## config.mk

```make
export PLATFORM = sky130hd
export DESIGN_NAME = psz_front
export DESIGN_NICKNAME = d
export VERILOG_FILES = /design/src/rtl/core/psz_pkg.sv /design/src/rtl/core/psz_front.sv
export SDC_FILE = /design/constraint.sdc
export NUM_CORES = 2
export LEC_CHECK = 0
export ABC_AREA = 1
export ABC_CLOCK_PERIOD_IN_PS = 26800
export BUFFER_PORTS_ARGS = -buffer_cell sky130_fd_sc_hd__buf_2
export CAP_MARGIN = 30
export CORE_MARGIN = 1
export CORE_UTILIZATION = 30
export DETAILED_ROUTE_END_ITERATION = 12
export PLACE_DENSITY_LB_ADDON = 0.25
export SKIP_CTS_REPAIR_TIMING = 1
export SLEW_MARGIN = 20
export SYNTH_ARGS = -nofsm -noshare
export SYNTH_HDL_FRONTEND = slang
export SYNTH_SLANG_ARGS = --single-unit
```

## constraint.sdc

```tcl
create_clock -name aclk -period 26.8 [get_ports aclk]
set_input_delay 5.36 -clock aclk [delete_from_list [all_inputs] [get_ports aclk]]
set_output_delay 5.36 -clock aclk [all_outputs]
set_load 0.01 [all_outputs]
```

## src/rtl/core/psz_pkg.sv

```systemverilog
// Shared types and constants for the point splat z-buffer.
`default_nettype none
package psz_pkg;
    localparam logic [1:0] FUNC_CLEAR   = 2'd0;
    localparam logic [1:0] FUNC_SPLAT   = 2'd1;
    localparam logic [1:0] FUNC_READ    = 2'd2;
    localparam logic [1:0] FUNC_IGNORED = 2'd3;

    localparam int unsigned REG_COS_YAW     = 0;
    localparam int unsigned REG_SIN_YAW     = 1;
    localparam int unsigned REG_COS_PITCH   = 2;
    localparam int unsigned REG_SIN_PITCH   = 3;
    localparam int unsigned REG_CENTER_X    = 4;
    localparam int unsigned REG_CENTER_Y    = 5;
    localparam int unsigned REG_CENTER_Z    = 6;
    localparam int unsigned REG_PIXEL_SCALE = 7;

    localparam logic [7:0]  WRITTEN_ALPHA = 8'd238;
    localparam logic [31:0] DEPTH_EMPTY   = 32'h8000_0000;

    // Work handed from the front end to the back end
    typedef struct packed {
        logic [1:0]         func;
        logic signed [15:0] col;
        logic signed [15:0] row;
        logic signed [31:0] depth;
        logic [23:0]        rgb;
    } psz_cmd_t;
endpackage
`default_nettype wire

```

## src/rtl/core/psz_front.sv

```systemverilog
// Front end: projects points through a shared-multiplier sequence.
`default_nettype none
module psz_front #(
    parameter int SCREEN_COLS = 640,
    parameter int SCREEN_ROWS = 480
) (
    input  wire logic                   aclk,
    input  wire logic                   aresetn,
    input  wire logic                   cfg_we,
    input  wire logic [2:0]             cfg_idx,
    input  wire logic [31:0]            cfg_data,
    input  wire logic                   in_valid,
    output logic                        in_ready,
    input  wire logic [1:0]             in_func,
    input  wire logic signed [23:0]     in_x,
    input  wire logic signed [23:0]     in_y,
    input  wire logic signed [23:0]     in_z,
    input  wire logic [23:0]            in_rgb,
    input  wire logic [11:0]            in_col,
    input  wire logic [11:0]            in_row,
    output logic                        cmd_valid,
    input  wire logic                   cmd_ready,
    output psz_pkg::psz_cmd_t           cmd
);
    import psz_pkg::*;

    localparam logic [2:0] ST_IDLE = 3'd0;
    localparam logic [2:0] ST_MUL  = 3'd1;
    localparam logic [2:0] ST_OUT  = 3'd2;

    // Microcode steps of the projection
    localparam logic [3:0] K_LAST = 4'd10;

    logic signed [15:0] cy_reg, sy_reg, cp_reg, sp_reg;
    logic signed [23:0] cx_reg, cyc_reg, cz_reg;
    logic [31:0]        scale_reg;

    logic [2:0]         st_reg;
    logic [3:0]         k_reg;
    logic signed [24:0] dx_reg, dy_reg, dz_reg;
    logic signed [47:0] acc_reg;
    logic signed [41:0] rx_reg, rz_reg, ry_reg;
    logic signed [63:0] dep_reg;
    logic signed [79:0] pq_reg;
    logic [23:0]        rgb_reg;
    psz_cmd_t           cmd_reg;

    // Configuration registers
    always_ff @(posedge aclk) begin
        if (!aresetn) begin
            cy_reg <= 16'sd13043; sy_reg <= 16'sd9916;
            cp_reg <= 16'sd15091; sp_reg <= -16'sd6380;
            cx_reg <= '0; cyc_reg <= '0; cz_reg <= '0;
            scale_reg <= 32'd13526630;
        end else if (cfg_we) begin
            case (cfg_idx)
                3'(REG_COS_YAW):     cy_reg    <= cfg_data[15:0];
                3'(REG_SIN_YAW):     sy_reg    <= cfg_data[15:0];
                3'(REG_COS_PITCH):   cp_reg    <= cfg_data[15:0];
                3'(REG_SIN_PITCH):   sp_reg    <= cfg_data[15:0];
                3'(REG_CENTER_X):    cx_reg    <= cfg_data[23:0];
                3'(REG_CENTER_Y):    cyc_reg   <= cfg_data[23:0];
                3'(REG_CENTER_Z):    cz_reg    <= cfg_data[23:0];
                3'(REG_PIXEL_SCALE): scale_reg <= cfg_data;
                default: ;
            endcase
        end
    end

    // Round a 14-bit fraction half away from zero
    function automatic logic signed [41:0] rnd14(input logic signed [47:0] v);
        logic signed [47:0] t;
        t = v[47] ? (v + 48'sd8191) : (v + 48'sd8192);
        return 42'(t >>> 14);
    endfunction

    function automatic logic signed [15:0] pix(input logic signed [79:0] v);
        logic signed [79:0] t;
        logic signed [55:0] q;
        t = v[79] ? (v + 80'sh7FFFFF) : (v + 80'sh800000);
        q = 56'(t >>> 24);
        if (q > 56'sd32767) return 16'sh7FFF;
        if (q < -56'sd32768) return 16'sh8000;
        return q[15:0];
    endfunction

    // Shared 42x17 multiplier operands per step; the wide scale product is done
    // as two 42x17 halves (scale split into low 16 and high 16 bits)
    logic signed [41:0] ma;
    logic signed [16:0] mb;
    logic signed [58:0] prod;
    always_comb begin
        ma = '0; mb = '0;
        case (k_reg)
            4'd0: begin ma = 42'(dx_reg); mb = 17'(cy_reg); end
            4'd1: begin ma = 42'(dz_reg); mb = 17'(sy_reg); end
            4'd2: begin ma = 42'(dz_reg); mb = 17'(cy_reg); end
            4'd3: begin ma = 42'(dx_reg); mb = -17'(sy_reg); end
            4'd4: begin ma = 42'(dy_reg); mb = 17'(cp_reg); end
            4'd5: begin ma = rz_reg;      mb = -17'(sp_reg); end
            4'd6: begin ma = 42'(dy_reg); mb = 17'(sp_reg); end
            4'd7: begin ma = rz_reg;      mb = 17'(cp_reg); end
            4'd8: begin ma = rx_reg; mb = 17'({1'b0, scale_reg[15:0]}); end
            4'd9: begin ma = rx_reg; mb = 17'({1'b0, scale_reg[31:16]}); end
            4'd10: begin ma = -ry_reg; mb = 17'({1'b0, scale_reg[15:0]}); end
            default: begin ma = -ry_reg; mb = 17'({1'b0, scale_reg[31:16]}); end
        endcase
        prod = 59'(ma) * 59'(mb);
    end

    // Depth saturated to 32 bits
    logic signed [31:0] dep_sat;
    always_comb begin
        if (dep_reg > 64'sh7FFFFFFF)
            dep_sat = 32'sh7FFFFFFF;
        else if (dep_reg < -64'sh80000000)
            dep_sat = 32'sh80000000;
        else
            dep_sat = dep_reg[31:0];
    end

    logic signed [79:0] colq0, rowq0;
    assign colq0 = 80'(SCREEN_COLS) <<< 23;
    assign rowq0 = 80'(SCREEN_ROWS) <<< 23;

    assign in_ready  = (st_reg == ST_IDLE);
    assign cmd_valid = (st_reg == ST_OUT);
    assign cmd       = cmd_reg;

    always_ff @(posedge aclk) begin
        if (!aresetn) begin
            st_reg <= ST_IDLE;
            k_reg  <= '0;
        end else begin
            case (st_reg)
                ST_IDLE: if (in_valid) begin
                    dx_reg <= 25'(in_x) - 25'(cx_reg);
                    dy_reg <= 25'(in_y) - 25'(cyc_reg);
                    dz_reg <= 25'(in_z) - 25'(cz_reg);
                    rgb_reg <= in_rgb;
                    k_reg <= '0;
                    acc_reg <= '0;
                    // Reads echo their position, everything else starts at zero
                    cmd_reg <= '{func:  in_func,
                                 col:   (in_func == FUNC_READ) ? 16'({4'd0, in_col}) : 16'd0,
                                 row:   (in_func == FUNC_READ) ? 16'({4'd0, in_row}) : 16'd0,
                                 depth: 32'd0,
                                 rgb:   24'd0};
                    if (in_func == FUNC_SPLAT) begin
                        st_reg <= ST_MUL;
                    end else begin
                        st_reg <= ST_OUT;
                    end
                end
                ST_MUL: begin
                    k_reg <= k_reg + 4'd1;
                    case (k_reg)
                        4'd0, 4'd2, 4'd4, 4'd6: acc_reg <= 48'(prod);
                        4'd1: rx_reg <= rnd14(acc_reg + 48'(prod));
                        4'd3: rz_reg <= rnd14(acc_reg + 48'(prod));
                        4'd5: ry_reg <= rnd14(acc_reg + 48'(prod));
                        4'd7: dep_reg <= 64'(rnd14(acc_reg + 48'(prod)));
                        4'd8, 4'd10: pq_reg <= 80'(prod);
                        4'd9: begin
                            cmd_reg.col <= pix(colq0 + pq_reg + (80'(prod) <<< 16));
                        end
                        default: begin
                            cmd_reg <= '{func:  cmd_reg.func,
                                         col:   cmd_reg.col,
                                         row:   pix(rowq0 + pq_reg + (80'(prod) <<< 16)),
                                         depth: dep_sat,
                                         rgb:   rgb_reg};
                        end
                    endcase
                    if (k_reg > K_LAST) st_reg <= ST_OUT;
                end
                ST_OUT: if (cmd_ready) st_reg <= ST_IDLE;
                default: st_reg <= ST_IDLE;
            endcase
        end
    end
endmodule
`default_nettype wire

```

After elaboration in Yosys (flattened, before gate mapping)
Cells that the tools add are included.
{"block": "totals", "elab_cells": 162, "out_inout_bits": 92, "regBits": 607, "in_bits": 162}
{"block": "op_classes", "n_reduce_logical": 34, "order_cmp": 7, "bitwise": 1, "multipliers": 1, "n_eq_ne": 27, "add_sub_neg": 18, "mux": 49}
{"op": "42-bit one-hot mux with 5 select lines", "count": 1}
{"op": "90-bit one-hot mux with 2 select lines", "count": 1}
{"op": "80-bit 2-to-1 mux", "count": 2}
{"op": "76-bit by 24-bit adder with 77-bit output (second input constant)", "count": 2}
{"op": "76-bit by 25-bit adder with 77-bit output (second input constant)", "count": 2}
{"op": "60-bit by 75-bit adder with 76-bit output", "count": 2}
{"op": "16-bit 2-to-1 mux", "count": 9}
{"op": "48-bit 2-to-1 mux", "count": 3}
{"op": "17-bit one-hot mux with 7 select lines", "count": 1}
{"op": "56-bit by 16-bit > comparator with 1-bit output (second input constant)", "count": 2}
{"op": "56-bit by 16-bit less-than comparator with 1-bit output (second input constant)", "count": 2}
{"op": "48-bit one-hot mux with 2 select lines", "count": 1}
{"op": "90-bit 2-to-1 mux", "count": 1}
{"op": "24-bit by 24-bit subtractor with 25-bit output", "count": 3}
{"op": "72-bit 2-to-1 mux", "count": 1}
{"op": "32-bit 2-to-1 mux", "count": 2}
{"op": "33-bit by 59-bit adder with 60-bit output (first input constant)", "count": 1}
{"op": "34-bit by 59-bit adder with 60-bit output (first input constant)", "count": 1}
{"op": "42-bit by 17-bit multiplier with 59-bit output", "count": 1}
{"op": "48-bit by 14-bit adder with 48-bit output (second input constant)", "count": 1}
{"op": "48-bit by 15-bit adder with 48-bit output (second input constant)", "count": 1}
{"op": "48-bit adder", "count": 1}
{"op": "34-bit negation with 42-bit output", "count": 1}
{"op": "34-bit by 32-bit > comparator with 1-bit output (second input constant)", "count": 1}
{"op": "32 further kinds", "count": 94}

Depth between registers and ports, before layout
{"block": "logic_depth", "word_depth": 20, "mapped_depth": 86, "ltp_nobuf": 84}

Least setup slack after synthesis
No wires, ideal clock.
{"block": "synth_timing", "kind": "input port to flip-flop", "from": "in aresetn", "to": "reg dx_reg[0], enable pin", "setup_ns": 0.800, "stages": 3, "setup_slack_ns": 10.943, "required_time_ns": 26.000, "n_path_buf": 1, "arrival_time_ns": 15.057, "cell_sequence": "clkbuf_1 inv_1 nor4_1"}
{"block": "synth_via", "elab_chain_len": 1}
{"element": "from (decl)", "line": "psz_front.sv:8", "rtl": "input wire logic aresetn,"}
{"element": "3-bit AND reduction (no line)"}
{"element": "to (signal assigned)", "line": "psz_front.sv:137", "rtl": "dx_reg <= 25'(in_x) - 25'(cx_reg);"}
{"element": "to (decl)", "line": "psz_front.sv:40", "rtl": "logic signed [24:0] dx_reg, dy_reg, dz_reg;"}
No other way between the ends.
A chain may end at the register's enable or synchronous reset.

Final worst setup path
{"block": "layout_timing", "from": "reg k_reg[1]", "to": "reg cmd_reg (netlist bit cmd[57]) (data pin)"}
{"block": "layout_via", "elab_chain_len": 17, "word_cells_on_any_way": 42, "cone_classes": "add/sub (3); mul (1); order compare (2); eq/ne (10); mux (17); reduce/logical (9)"}
{"element": "from (decl)", "line": "psz_front.sv:39", "rtl": "logic [3:0] k_reg;"}
{"element": "from (signal assigned)", "line": "psz_front.sv:156", "rtl": "k_reg <= k_reg + 4'd1;"}
{"element": "4-bit equality test, or another cell as far along", "line": "psz_front.sv:94", "rtl": "case (k_reg)"}
{"element": "2-bit OR reduction (no line)"}
{"element": "17-bit one-hot mux with 7 select lines or 42-bit one-hot mux with 5 select lines (tied branches)", "line": "psz_front.sv:94"}
{"element": "42-bit by 17-bit multiplier with 59-bit output *", "line": "psz_front.sv:108", "rtl": "prod = 59'(ma) * 59'(mb);"}
{"element": "named net prod[46]", "line": "psz_front.sv:91", "rtl": "logic signed [58:0] prod;"}
{"element": "60-bit by 75-bit adder with 76-bit output *", "line": "psz_front.sv:170", "rtl": "row: pix(rowq0 + pq_reg + (80'(prod) <<< 16)),"}
{"element": "76-bit by 25-bit adder with 77-bit output or 76-bit by 24-bit adder with 77-bit output (tied branches)", "line": "psz_front.sv:80", "rtl": "t = v[79] ? (v + 80'sh7FFFFF) : (v + 80'sh800000);"}
{"element": "80-bit 2-to-1 mux *", "line": "psz_front.sv:80"}
{"element": "56-bit by 16-bit less-than comparator with 1-bit output", "line": "psz_front.sv:83", "rtl": "if (q < -56'sd32768) return 16'sh8000;"}
{"element": "1-bit 2-to-1 mux (2 in a row)", "line": "psz_front.sv:83"}
{"element": "1-bit 2-to-1 mux", "line": "psz_front.sv:157", "rtl": "case (k_reg)"}
{"element": "1-bit 2-to-1 mux", "line": "psz_front.sv:135", "rtl": "case (st_reg)"}
{"element": "1-bit 2-to-1 mux", "line": "psz_front.sv:131", "rtl": "if (!aresetn) begin"}
{"element": "16-bit 2-to-1 mux", "line": "psz_front.sv:84", "rtl": "return q[15:0];"}
{"element": "16-bit 2-to-1 mux *", "line": "psz_front.sv:83"}
{"element": "72-bit 2-to-1 mux *", "line": "psz_front.sv:157"}
{"element": "90-bit one-hot mux with 2 select lines *", "line": "psz_front.sv:135"}
{"element": "to (signal assigned)", "line": "psz_front.sv:144", "rtl": "cmd_reg <= '{func: in_func,"}
{"element": "to (signal assigned)", "line": "psz_front.sv:168", "rtl": "cmd_reg <= '{func: cmd_reg.func,"}
{"element": "to (decl)", "line": "psz_front.sv:46", "rtl": "psz_cmd_t cmd_reg;"}
The timed path passes the listed nets; every way through them passes the cells marked *. The select of a mux whose other input is x is not followed.

==> key figures <==
Outcome
  – Outcome: finished clean

Worst setup path
  – Worst-path maximum fanout: 21
  – Top delay family on crit path: adder cells
  – Crit path required time: 27.24 ns
  – Crit path top cell by count: nand2_1
  – Crit end category: flip-flop
  – Worst Path Arrival: 16.94 ns
  – Max incr delay on CP: 0.84 ns
  – Startpoint Class: flip-flop
  – CP Class: flip-flop to flip-flop
  – Number of buffers and inverters on the critical path: 12
  – Critical-path top delay cell: inv_1

Place
  – Post-Place Setup Slack: 9.725 ns
  – Port Buf Inserts: 253
  – HPWL after DPL: 222.0 mm
  – Dpl cell area: 0.07342 mm²
  – GP Congestion: between 0.9 and 1

GRT
  – Vias in the first global route: 60,920
  – Grt met3 use: 0.02938
  – Global route overflow: 0
  – Met2 Use GR: 0.3874
  – GR Util met1: 0.2947
  – Busiest layer in global routing: met2
  – All-Layer GR Usage: 0.2280
  – First-pass GRT wire length: 392.4 mm
  – Largest net degree at the start of global routing: 106
  – Initial antenna violation count: 4

Final layout
  – Commonest non-fill, non-tap cell in the layout: nand2_1
  – Ant diodes: 0
  – Most frequent cells in the layout: nand2_1, inv_1, nor2_1
  – P&R area growth vs syn: 11.43%
  – Final Cell Area: 0.07614 mm²
  – NumNets Final: 10,740
  – Max reg flops: 90
  – Final core utilization: 0.3376
  – Sequential cell area: 0.01646 mm²
  – Fill cells: 24,300
  – Area of the multi-input gates: 0.04428 mm²
  – Share of cells above drive strength 1: 0.06823

STA
  – Clock skew: between 0.06 and 0.07 ns
  – Worst slew pin tran: 1.124 ns
  – Fmax: 0.06062 GHz
  – Setup TNS: 0 ns
  – Final Cycle Share: 0.6155
  – Endpoints failing setup: 0
  – Rel. slew slack: 0.2451
  – RSZ-0062 raised after global routing: no
  – Hold Violations, Final: 0
  – Setup ws final: around 10 ns
  – Post-layout min period: 16.50 ns
  – Final Max Tran Viols: 0

Floorplanning
  – Row cnt: ~170
  – Io pins: 254
  – Starting density of the core: 0.3030
  – Core ar.: 0.2255 mm²
  – Die width: 479.3 µm
  – Height of the die: 479.3 µm
  – Die ar.: 0.2297 mm²

Yosys
  – Post-synth top flop: edfxtp_1
  – Async SR Flop Fraction: 0
  – Post-Synthesis Cells: 9,300
  – Net Count, Synth: 10,530
  – Synth Warn #: 0
  – Post-synth EDFFs: 432
  – Avg Cell Area, Syn: roughly 7.3 µm²
  – Synthesis-stage register bit count: just over 600
  – Sequential area share after synthesis: 0.2408
  – Cell variety after synth: 66
  – Mapped Area: about 0.068 mm²

Clock tree
  – TritonCTS clock tree: built
  – H-tree levels: 3
  – Number of buffers created by CTS: 75
  – Clock latency on the worst-skew pair: between 0.7 and 0.8 ns
  – Clock transition at path regs: 0.06 ns
  – Clock Sinks: 606
  – Clock root buffer: clkbuf_16
  – Clk buf depth: 3

Worst hold path
  – Worst min path class: flip-flop to flip-flop

Job
  – Maxcap violations: 0

Routing
  – Vias per cell: 4.912
  – Via count: 61,700
  – TritonRoute pass-1 iters: 6
  – Initial DRC count: 4,949
  – DRT Wirelength: ~270 mm
  – WL/cell: 21.19 µm
  – DR DRC count: 0
  – DRT antenna net count: 0
## routing by layer
layer | vias up | share of wire | wire length [µm]
met3 | 360 | 0.054 | 14450
met4 | 0 | 0.041 | 10980
met5 | - | 0 | 0
li1 | 29350 | - | -
met1 | 30020 | 0.43 | 114300
met2 | 1970 | 0.48 | 126500
## logic make-up after synthesis
group	Yosys count	synth area share
buf+inv	2056	0.1142
compound gates	922	0.07769
fa+ha+maj	1066	0.2695
xor+xnor	244	0.03149
simple gates	4406	0.2664
flops	606	0.2408
## Yosys cell counts (64+ instances only)
cell,count,share of area
nand4_1,126,0.012
edfxtp_1,432,0.19
inv_1,1814,0.10
nand2_1,2423,0.13
a21oi_1,395,0.029
nor3_1,64,0.0047
o21ai_0,279,0.020
ha_1,390,0.071
clkbuf_1,168,0.0092
nand3_1,455,0.033
nor2_1,1162,0.064
dfxtp_1,174,0.051
fa_1,676,0.20
xor2_1,185,0.024
## worst register-to-register path: cells and delay by family, from the launching register on
family	cells	cell delay, ns
simple gates	26	4.34
compound gates	13	3.44
fa+ha+maj	10	4.55
xor+xnor	1	0.70
flops	1	0.42
buf+inv	12	2.81
## per-stage QoR
stage / cells / hold slack (ns)
4_1_cts: 12560 / 0.4571
3_5_place_dp: 12420 / 0.4426
6_report: 12560 / 0.4535
5_1_grt: 12560 / 0.4759
3_3_place_gp: 12410 / 0.4381
2_1_floorplan: 9300 / 0.4236
## final cells by class
cell class                 count  area share
clock buffer                  94     0.02690
sequential                   606      0.2161
clock inverter                41    0.007575
multi-input combinational   6638      0.5815
inverter                    1845     0.09100
timing repair buffer         346     0.02770
tap                         2992     0.04917
## worst paths after layout
check | startpoint | end | slack (ns) | depth (start not counted)
max | k_reg[1] | cmd[57] | 10.30 | 62
min | scale_reg[22] | scale_reg[22] | 0.45 | 2
max reg2reg | k_reg[1] | cmd[57] | 10.30 | 62
min reg2reg | scale_reg[22] | scale_reg[22] | 0.45 | 2
Power is left out: the tool's default activity adds up to more than one toggle a clock period on the data nets, which glitch-free logic cannot reach.
